==> config.mk <==
export PLATFORM = sky130hd
export DESIGN_NAME = weekly_time_window_table
export DESIGN_NICKNAME = d
export VERILOG_FILES = /design/src/wtw_pkg.sv /design/src/wtw_mem.sv /design/src/wtw_fill.sv /design/src/weekly_time_window_table.sv
export SDC_FILE = /design/constraint.sdc
export NUM_CORES = 2
export LEC_CHECK = 0
export BUFFER_PORTS_ARGS = -buffer_cell sky130_fd_sc_hd__buf_2
export CORE_ASPECT_RATIO = 0.5
export CORE_UTILIZATION = 40
export DETAILED_ROUTE_END_ITERATION = 12
export PLACE_DENSITY = 0.61
export SYNTH_ARGS = -nofsm -noshare
export SYNTH_HDL_FRONTEND = slang
export SYNTH_HIERARCHICAL = 1
export SYNTH_SLANG_ARGS = --single-unit
==> constraint.sdc <==
create_clock -name clk_i -period 9.4 [get_ports clk_i]
set_clock_uncertainty 0.05 [all_clocks]
set_input_delay 2.82 -clock clk_i [delete_from_list [all_inputs] [get_ports clk_i]]
set_output_delay 2.82 -clock clk_i [all_outputs]
set_load 0.05 [all_outputs]
==> src/wtw_pkg.sv <==
// Shared types, constants and helper functions of the weekly time window table.
package wtw_pkg;

  // Calendar limits.
  localparam int Days       = 7;
  localparam int MinPerHour = 60;
  localparam int MaxHour    = 23;
  localparam int MaxMinute  = 59;

  // Width of a minute-of-day value (0..1439).
  localparam int MinW = 11;

  typedef enum logic [1:0] {
    MODE_CLEAR = 2'd0,
    MODE_ADD   = 2'd1,
    MODE_CHECK = 2'd2
  } mode_e;

  typedef enum logic [1:0] {
    FAULT_NONE = 2'd0,
    FAULT_DAY  = 2'd1,
    FAULT_FULL = 2'd2,
    FAULT_TIME = 2'd3
  } fault_e;

  typedef enum logic [1:0] {
    ST_IDLE,
    ST_EXEC,
    ST_SCAN
  } state_e;

  // Input word.
  typedef struct packed {
    logic [1:0] mode;
    logic [2:0] day;
    logic [4:0] start_hour;
    logic [5:0] start_minute;
    logic [4:0] end_hour;
    logic [5:0] end_minute;
    logic [4:0] query_hour;
    logic [5:0] query_minute;
  } req_t;

  // Result word.
  typedef struct packed {
    logic   success;
    fault_e fault;
  } res_t;

  // One stored window, kept as minute-of-day bounds.
  typedef struct packed {
    logic [MinW-1:0] start_min;
    logic [MinW-1:0] end_min;
  } win_t;

  // Commands to the fill count table.
  typedef struct packed {
    logic clr;
    logic inc;
  } fill_cmd_t;

  function automatic logic time_ok(logic [4:0] h, logic [5:0] m);
    return (h <= 5'(MaxHour)) && (m <= 6'(MaxMinute));
  endfunction

  function automatic logic [MinW-1:0] minute_of_day(logic [4:0] h, logic [5:0] m);
    return MinW'(h) * MinW'(MinPerHour) + MinW'(m);
  endfunction

endpackage

==> src/wtw_mem.sv <==
// Window memory: one write port, one read port with registered read data.
module wtw_mem #(
  parameter int Depth = 56,
  parameter int AddrW = 6
) (
  input  logic                clk_i,
  input  logic                we_i,
  input  logic [AddrW-1:0]    waddr_i,
  input  wtw_pkg::win_t       wdata_i,
  input  logic                re_i,
  input  logic [AddrW-1:0]    raddr_i,
  output wtw_pkg::win_t       rdata_o
);

  wtw_pkg::win_t mem_q [Depth];
  wtw_pkg::win_t rdata_q;

  // Synchronous write.
  always_ff @(posedge clk_i) begin
    if (we_i) begin
      mem_q[waddr_i] <= wdata_i;
    end
  end

  // Synchronous read; the read data is registered.
  always_ff @(posedge clk_i) begin
    if (re_i) begin
      rdata_q <= mem_q[raddr_i];
    end
  end

  assign rdata_o = rdata_q;

endmodule

==> src/wtw_fill.sv <==
// Per-day fill counts with a clear of all days and an increment of one day.
module wtw_fill #(
  parameter int CntW = 4
) (
  input  logic                 clk_i,
  input  logic                 rst_ni,
  input  wtw_pkg::fill_cmd_t   cmd_i,
  input  logic [2:0]           day_i,
  output logic [CntW-1:0]      count_o
);

  logic [CntW-1:0] cnt_q [wtw_pkg::Days];

  // Clear zeroes every day; increment bumps the selected day.
  always_ff @(posedge clk_i or negedge rst_ni) begin
    if (!rst_ni) begin
      for (int i = 0; i < wtw_pkg::Days; i++) begin
        cnt_q[i] <= '0;
      end
    end else begin
      for (int i = 0; i < wtw_pkg::Days; i++) begin
        if (cmd_i.clr) begin
          cnt_q[i] <= '0;
        end else if (cmd_i.inc && (day_i == 3'(i))) begin
          cnt_q[i] <= cnt_q[i] + CntW'(1);
        end
      end
    end
  end

  // Count of the selected day; an invalid day reads as empty.
  always_comb begin
    count_o = '0;
    if (day_i < 3'(wtw_pkg::Days)) begin
      count_o = cnt_q[day_i];
    end
  end

endmodule

==> src/weekly_time_window_table.sv <==
// Top level of the weekly time window table: control sequencer and result register.
//
//  Channel  Ports                      Handshake
//  -------  -------------------------  ------------------------------------------
//  input    start_i, busy_o, req_i     word taken at an edge with start_i && !busy_o
//  output   done_o, res_o              word valid for one cycle while done_o is high
//
// Clear, add, a fault and an unused mode pass the EXEC state and then the done register
// on the way to the done strobe. A check with stored windows also walks them in ST_SCAN
// (at most SLOTS), one read per cycle over the window memory, and stops at a hit.
// Reset clears the fill counts at once; the window memory needs no clearing.
// busy_o is high from acceptance until the done strobe; the receiver cannot stall.
module weekly_time_window_table #(
  parameter int SLOTS = 8
) (
  input  logic            clk_i,
  input  logic            rst_ni,
  input  logic            start_i,
  input  wtw_pkg::req_t   req_i,
  output logic            busy_o,
  output logic            done_o,
  output wtw_pkg::res_t   res_o
);

  localparam int Depth = wtw_pkg::Days * SLOTS;
  localparam int AddrW = $clog2(Depth);
  localparam int IdxW  = (SLOTS > 1) ? $clog2(SLOTS) : 1;
  localparam int CntW  = $clog2(SLOTS + 1);

  wtw_pkg::state_e state_q, state_d;
  wtw_pkg::req_t   req_q;
  logic [IdxW-1:0] rd_idx_q, rd_idx_d;
  logic            done_q, done_d;
  wtw_pkg::res_t   res_q, res_d;

  wtw_pkg::fill_cmd_t fill_cmd;
  logic [CntW-1:0]    count;

  logic               mem_we;
  logic               mem_re;
  logic [IdxW-1:0]    rd_idx_addr;
  logic [AddrW-1:0]   mem_waddr;
  logic [AddrW-1:0]   mem_raddr;
  wtw_pkg::win_t      mem_wdata;
  wtw_pkg::win_t      mem_rdata;

  logic [wtw_pkg::MinW-1:0] start_min;
  logic [wtw_pkg::MinW-1:0] end_min;
  logic [wtw_pkg::MinW-1:0] query_min;
  logic                     day_ok;
  logic                     add_time_ok;
  logic                     hit;
  logic [CntW-1:0]          next_idx;

  wtw_fill #(
    .CntW (CntW)
  ) u_fill (
    .clk_i   (clk_i),
    .rst_ni  (rst_ni),
    .cmd_i   (fill_cmd),
    .day_i   (req_q.day),
    .count_o (count)
  );

  wtw_mem #(
    .Depth (Depth),
    .AddrW (AddrW)
  ) u_mem (
    .clk_i   (clk_i),
    .we_i    (mem_we),
    .waddr_i (mem_waddr),
    .wdata_i (mem_wdata),
    .re_i    (mem_re),
    .raddr_i (mem_raddr),
    .rdata_o (mem_rdata)
  );

  // Minute-of-day values and validity of the held word.
  assign start_min   = wtw_pkg::minute_of_day(req_q.start_hour, req_q.start_minute);
  assign end_min     = wtw_pkg::minute_of_day(req_q.end_hour, req_q.end_minute);
  assign query_min   = wtw_pkg::minute_of_day(req_q.query_hour, req_q.query_minute);
  assign day_ok      = req_q.day < 3'(wtw_pkg::Days);
  assign add_time_ok = wtw_pkg::time_ok(req_q.start_hour, req_q.start_minute) &&
                       wtw_pkg::time_ok(req_q.end_hour, req_q.end_minute) &&
                       (start_min < end_min);

  // Window at the head of the read pipe contains the query time.
  assign hit      = (mem_rdata.start_min <= query_min) && (query_min <= mem_rdata.end_min);
  assign next_idx = CntW'(rd_idx_q) + CntW'(1);

  // Memory addresses: day-major rows of SLOTS entries.
  assign mem_wdata = '{start_min: start_min, end_min: end_min};
  assign mem_waddr = AddrW'(req_q.day) * AddrW'(SLOTS) + AddrW'(count);
  assign mem_raddr = AddrW'(req_q.day) * AddrW'(SLOTS) + AddrW'(rd_idx_addr);

  // Next state, memory access and result.
  always_comb begin
    state_d     = state_q;
    rd_idx_d    = rd_idx_q;
    rd_idx_addr = rd_idx_q;
    done_d      = 1'b0;
    res_d       = '{success: 1'b0, fault: wtw_pkg::FAULT_NONE};
    fill_cmd    = '{clr: 1'b0, inc: 1'b0};
    mem_we      = 1'b0;
    mem_re      = 1'b0;

    case (state_q)
      wtw_pkg::ST_IDLE: begin
        if (start_i) begin
          state_d = wtw_pkg::ST_EXEC;
        end
      end

      wtw_pkg::ST_EXEC: begin
        state_d = wtw_pkg::ST_IDLE;
        done_d  = 1'b1;
        if (req_q.mode == wtw_pkg::MODE_CLEAR) begin
          fill_cmd.clr  = 1'b1;
          res_d.success = 1'b1;
        end else if (req_q.mode == wtw_pkg::MODE_ADD) begin
          if (!day_ok) begin
            res_d.fault = wtw_pkg::FAULT_DAY;
          end else if (count >= CntW'(SLOTS)) begin
            res_d.fault = wtw_pkg::FAULT_FULL;
          end else if (!add_time_ok) begin
            res_d.fault = wtw_pkg::FAULT_TIME;
          end else begin
            mem_we        = 1'b1;
            fill_cmd.inc  = 1'b1;
            res_d.success = 1'b1;
          end
        end else if (req_q.mode == wtw_pkg::MODE_CHECK) begin
          if (!day_ok) begin
            res_d.fault = wtw_pkg::FAULT_DAY;
          end else if (!wtw_pkg::time_ok(req_q.query_hour, req_q.query_minute)) begin
            res_d.fault = wtw_pkg::FAULT_TIME;
          end else if (count != '0) begin
            // Start the walk at the first window of the day.
            done_d      = 1'b0;
            state_d     = wtw_pkg::ST_SCAN;
            rd_idx_addr = '0;
            rd_idx_d    = '0;
            mem_re      = 1'b1;
          end
        end
      end

      wtw_pkg::ST_SCAN: begin
        if (hit) begin
          done_d        = 1'b1;
          res_d.success = 1'b1;
          state_d       = wtw_pkg::ST_IDLE;
        end else if (next_idx >= count) begin
          done_d  = 1'b1;
          state_d = wtw_pkg::ST_IDLE;
        end else begin
          // Fetch the next window while this one is compared.
          rd_idx_addr = IdxW'(next_idx);
          rd_idx_d    = IdxW'(next_idx);
          mem_re      = 1'b1;
        end
      end

      default: begin
        state_d = wtw_pkg::ST_IDLE;
      end
    endcase
  end

  // Control registers.
  always_ff @(posedge clk_i or negedge rst_ni) begin
    if (!rst_ni) begin
      state_q  <= wtw_pkg::ST_IDLE;
      rd_idx_q <= '0;
      done_q   <= 1'b0;
    end else begin
      state_q  <= state_d;
      rd_idx_q <= rd_idx_d;
      done_q   <= done_d;
    end
  end

  // Payload registers: held input word and result word.
  always_ff @(posedge clk_i) begin
    if (start_i && (state_q == wtw_pkg::ST_IDLE)) begin
      req_q <= req_i;
    end
    if (done_d) begin
      res_q <= res_d;
    end
  end

  assign busy_o = state_q != wtw_pkg::ST_IDLE;
  assign done_o = done_q;
  assign res_o  = res_q;

endmodule

Word-level counts from Yosys, hierarchy flattened
Memory sizes are Yosys's and may differ from the RTL's. A register that Yosys moved wholly into a read port is not among the register bits.
Cells that the tools add are included.

storage, ports and cells
  flip-flop bits (word level) = 75
  RAM bits = 1232
  output and inout port bits = 5
  word-level logic and storage cells = 167
  memories = 1

operators by class
  add/sub/neg operators = 13
  multiply operators = 3
  order comparisons = 13
  eq/ne operators = 12
  mux-type cells = 75
  bitwise operators = 2
  reduce and logical (&&, ||, !) cells = 28

memory list
  name         words  bits a word  read ports  clocked after memory_dff  write ports  RTL line       source
  u_mem.mem_q  56     22           1           1                         1            wtw_mem.sv:15  wtw_pkg::win_t mem_q [Depth];

operators with widths
  cell                 number
  $mux 4               17
  $mux 2               17
  $add 11x6->11        3
  $add 4x1->4 const B  7
  $mul 5x4->9 const B  3
  $mux 1               27
  $mux 3               8
  $le 11x11->1         2
  $le 6x6->1 const B   3
  $reduce_bool 2->1    8
  $le 5x5->1 const B   3
  $logic_and 1x1->1    14
  $bmux 4 s3           1
  $lt 11x11->1         1
  $eq 3x3->1 const B   3
  $ge 4x4->1 const B   2
  $add 6x3->6          1
  $add 6x4->6          1
  $eq 3x2->1 const B   2
  $pmux 1 s2           3
  $pmux 2 s3           1
  $pmux 3 s2           1
  $add 3x1->4 const B  1
  $eq 2x1->1 const B   2
  13 further kinds     15

Logic depth before layout (Yosys ltp)
  word-level depth = 14
  mapped depth = 26
  gate-level depth less buffers = 23

Hierarchy
Netlist, hierarchy kept.

modules (own cells, without submodules)
  module                    times used  cells each  area an instance (sq um)  seq. area each (sq um)
  wtw_mem                   1           2120        48033.6                   37656.1
  weekly_time_window_table  1           512         5134.9                    1381.3
  wtw_fill                  1           162         1680.4                    700.7

Worst setup path after synthesis
No wires, ideal clock.

  kind = reg-to-reg
  from = register req_q[30] (netlist name)
  to = memory u_mem/mem_q[24][0] (netlist name) (enable)
  data arrival time = 8537 ps
  data required time = 8921 ps
  slack = 384 ps
  cell stages (with the launch flop) = 21
  buffers on the path = 0
  clock period less this slack = 9016 ps
  cells stage by stage = edfxtp_1 -> inv_1 -> fa_1 -> fa_1 -> fa_1 -> inv_1 -> ha_1 -> o21ai_0 -> a21oi_1 -> nand2_1 -> a311oi_1 -> xor2_1 -> ha_1 -> a211oi_1 -> nand3_1 -> a311oi_1 -> o21ai_0 -> nor4_2 -> nor2b_1 -> nand4b_1 -> nor3_1

on the way
  word-level cells in the longest chain between the ends = 12
  elaborated cells on any way between the ends = 15

ends and longest elaborated chain
  element                       RTL line                         source
  from (decl)                   weekly_time_window_table.sv:31   wtw_pkg::req_t req_q;
  from (signal assigned)        weekly_time_window_table.sv:186  req_q <= req_i;
  $mul 5x4->9                   wtw_pkg.sv:67                    return MinW'(h) * MinW'(MinPerHour) + MinW'(m);
  $add 11x6->11                 wtw_pkg.sv:67
  net start_min, one bit        weekly_time_window_table.sv:47   logic [wtw_pkg::MinW-1:0] start_min;
  $lt 11x11->1                  weekly_time_window_table.sv:85   (start_min < end_min);
  $logic_and 1x1->1             weekly_time_window_table.sv:84   wtw_pkg::time_ok(req_q.end_hour, req_q.end_minute) &&
  $mux 1                        weekly_time_window_table.sv:125  end else if (!add_time_ok) begin
  $mux 1                        weekly_time_window_table.sv:123  end else if (count >= CntW'(SLOTS)) begin
  $mux 1                        weekly_time_window_table.sv:121  if (!day_ok) begin
  $mux 1                        weekly_time_window_table.sv:120  end else if (req_q.mode == wtw_pkg::MODE_ADD) begin
  $mux 1                        weekly_time_window_table.sv:117  if (req_q.mode == wtw_pkg::MODE_CLEAR) begin
  $mux 1                        weekly_time_window_table.sv:107  case (state_q)
  $mux 1                        wtw_mem.sv:20                    if (we_i) begin
  $mux 1 (not written as such)  wtw_mem.sv:21                    mem_q[waddr_i] <= wdata_i;
  to (decl)                     wtw_mem.sv:15

The timed path passes the listed nets, and every way through them passes these cells.

Worst setup path in the final report
  from = register req_q[9] (netlist name)
  to = register u_mem/rdata_o[20] (netlist name)

on the way
  word-level cells in the longest chain between the ends = 9
  elaborated cells on any way between the ends = 22

ends and longest elaborated chain
  element                                                RTL line                        source
  branches (longest 7 deep; another with $add 11x6->11)  --
  $pmux 3 s2 *                                           --
  $add 6x3->6 *                                          weekly_time_window_table.sv:94  assign mem_raddr = AddrW'(req_q.day) * AddrW'(SLOTS) + AddrW'(rd_idx_addr);
  net mem_raddr[0]                                       weekly_time_window_table.sv:43  logic [AddrW-1:0] mem_raddr;

Mark *: on every way through the listed nets, which the timed path passes.
A chain may end at the register's enable or synchronous reset.

==> key figures <==
Logic synthesis
  • Top_reg_cell synth: edfxtp_1
  • Fraction of registers with async set/reset: ~2.6%
  • Mapped Nets: between 2000 and 3000
  • Syn Inst Count: around 2800
  • Avg Inst Size Synth: between 15 and 20 µm²
  • Sequential area share after synthesis: 72.5%
  • EDFF count, synth: between 1000 and 1500
  • Ys Warns: 6
  • Synth Register Bits: 1329
  • Synth Cell Area: around 55000 µm²
  • Post-synth cell types: between 70 and 80

STA
  • Final Hold Viols: 0
  • Min Tclk post-route: about 8500 ps
  • Final Max Slew Viols: 0
  • Fmax achieved: 118 MHz
  • Final period util: 90.0%
  • # setup viols final: 0
  • Relative slew slack: 10.3%
  • WHS: 481 ps
  • Slew @ Worst Pin: 1330 ps
  • Final WS setup: around 940 ps
  • RSZ-0062 raised after global routing: false
  • Setup TNS: 0 ps

Critical path
  • Critical path's slowest cell: o21ai_0
  • CP Cell Sequence: inv_1 > fa_1 > fa_1 > inv_1 > ha_1 > nor2b_1 > o21ai_1 > nand2_1 > xor2_1 > nand3_1 > xnor2_1 > ha_1 > nand4_1 > a211oi_2 > a2111oi_4 > o22ai_2 > a221o_4 > buf_12 > buf_4 > buf_4 > mux4_2 > a22o_1 > o21ai_0 > o21ai_0
  • Crit Path Category: flip-flop to flip-flop
  • Crit end category: flip-flop
  • Worst Path Max Fanout: 38
  • CP Data Arrival Time: slightly below 9000 ps
  • Worst EP required: 9770 ps
  • Startpoint types: flip-flop
  • CP max stage delay: 730 ps

Clock tree
  • H-tree Lvls: 3
  • Worst skew pair latency: 750 ps
  • CTS resizes: 0
  • Post-CTS Setup Repair Bufs: 0
  • CTS tree: yes
  • Clock sink count: 1329
  • Clock slew at reported path FFs: 70 ps
  • CTS root buf: clkbuf_16
  • Cts bufs inserted: 113
  • CTS Hold Bufs: 0
  • Longest Clk Path Bufs: 3

Route
  • Via density: 5.63
  • Initial DRC count: approximately 3000
  • Met2 wire length: ~58 mm
  • Wl on met1: 61.1 mm
  • DR DRC count: 0
  • WL/cell: 27.2 µm
  • Uppermost layer routed: met4
  • Routed wire length: 132 mm
  • Post-DRT Antenna Nets: 1
  • DR vias: 27300
  • Initial DRT Pass Iterations: 5
  • WL met3: 10.7 mm

Floorplan
  • Die span in y: 264 µm
  • Num rows: 95
  • I/O pin cnt: 46
  • Initial core utilization: 40.6%
  • DIE WIDTH: about 530 µm
  • CORE AREA: 135000 µm²
  • Die area: about 140000 µm²

Job
  • Max-Cap Viols: 0

Pwr
  • Peak supply drop: 1.22 mV
  • LEAKAGE: between 0.015 and 0.02 µW
  • Pwr/cell area: 340 nW/µm²
  • Overall Power: around 21000 µW

Finish
  • Layout Nets: 3121
  • Area growth, synth to finish: 12.6%
  • Ratio of cells with drive above 1 in the final layout: between 20% and 30%
  • Non-filler cells in the finished layout: around 4900
  • Fillers: 11200

Placed design
  • Detail Placement HPWL: 79.7 mm
  • Pre-CTS WS: 1070 ps
  • RePlAce Congestion: 0.807
  • I/O Buffers: 45
  • Placed cell count: 4633

Global route
  • First-pass GRT wire length: a little under 200 mm
  • GR Overflow Total: 0
  • Vias in the first global route: 27600
  • Initial antenna violation count: 9
  • Gr usage total: 19.1%
  • Pin count of the biggest net entering global routing: 122

Worst hold path
  • Worst min path class: flip-flop to flip-flop

Outcome
  • Failing checks: antenna violations
  • Status: finished with violations
sequential cells by signal (all words and copies together) (netlist names):
name and count:
res_o 3, rd_idx_q 3, u_mem/mem_q 1232, u_mem/rdata_o 22, done_o 1, req_q 38
u_fill/cnt_q 28, state_q 2
stage by stage:
stage                     util [%]  cell area, µm²
after floorplan                  -           54800
after global placement        42.9           58000
after detailed placement      42.9           58000
after CTS                     45.7           61700
after global routing          45.7           61700
final                         45.7           61800
cells by family (layout without fill, tap and decap cells):
kind of cell | after synthesis | in the layout | synth area share (%)
compound gates | 268 | 268 | 3.49
xor+xnor | 43 | 43 | 0.700
fa+ha+maj | 126 | 126 | 3.20
buf+inv | 234 | 487 | 2.01
flops | 1329 | 1329 | 72.5
mux | 457 | 457 | 15.0
other cells | 0 | 10 | 0
simple gates | 337 | 337 | 3.17
placed cells by master, fill, tap and decap left out, types with 24 or more instances in the layout:
master	n
a21oi_1	32
a22oi_1	64
buf_2	45
buf_4	116
clkbuf_1	29
clkbuf_16	114
clkinv_1	26
dfrtp_1	34
edfxtp_1	1295
fa_1	24
ha_1	100
inv_1	107
mux2_2	44
mux2i_1	125
mux4_2	286
nand2_1	69
nand3_1	52
nor2_1	41
nor2_2	52
nor2b_1	27
o21ai_0	48
per-layer routing:
layer  track usage [%]  vias up
met5                 0        -
met4              4.15        0
met3              3.78      146
met2              27.8      975
met1              29.5    14500
li1                  -    11700
final timing paths:
path / start / to / slack, ps / cells past startpoint
setup / recovery: req_q[9] / u_mem/rdata_o[20] / 940 / 24
hold reg to reg: state_q[1] / state_q[1] / 480 / 1
hold / removal: state_q[1] / state_q[1] / 480 / 1
max in group asynchronous: rst_ni / u_fill/cnt_q[13] / 6620 / 1
setup reg to reg: req_q[9] / u_mem/rdata_o[20] / 940 / 24
min in group asynchronous: rst_ni / u_fill/cnt_q[11] / 2140 / 1
area by class of cell:
type	instances	area [µm²]	area share (%)
well taps	1794	2240	3.63
clock buffers	143	2960	4.80
repair buffers	168	1240	2.00
multi-input cells	1231	14400	23.3
flip-flops and latches	1329	39700	64.3
inverters	111	417	0.675
diodes	10	25.0	0.0405
clock inverters	65	768	1.24
critical path, delay by kind of cell, from the launching register on:
kind                       cells  cell delay [ps]
muxes                          1              500
and+or+nand+nor                4              690
buffers and inverters          5             1090
adders and majority gates      4             1640
xor gates and xnor gates       2              530
DFF                            1              530
AOI/OAI and AO/OA              8             3020
synth_stat cells, types with 34 or more instances:
cell	n	area share, %
mux4_2	286	12
nand3_1	52	0.47
a22oi_1	64	0.88
dfrtp_1	34	1.6
mux2_2	44	0.90
buf_2	42	0.38
edfxtp_1	1295	71
nor2_1	95	0.65
ha_1	102	2.3
o21ai_0	49	0.45
mux2i_1	126	2.3
inv_1	110	0.75
buf_4	34	0.47
nand2_1	69	0.47
power breakdown:
group | internal, µW | switching (µW)
clock network | 2630 | 2140
logic | 1650 | 5220
registers | 9330 | 57.9
Note: power is estimated with default switching activity, not from simulation.
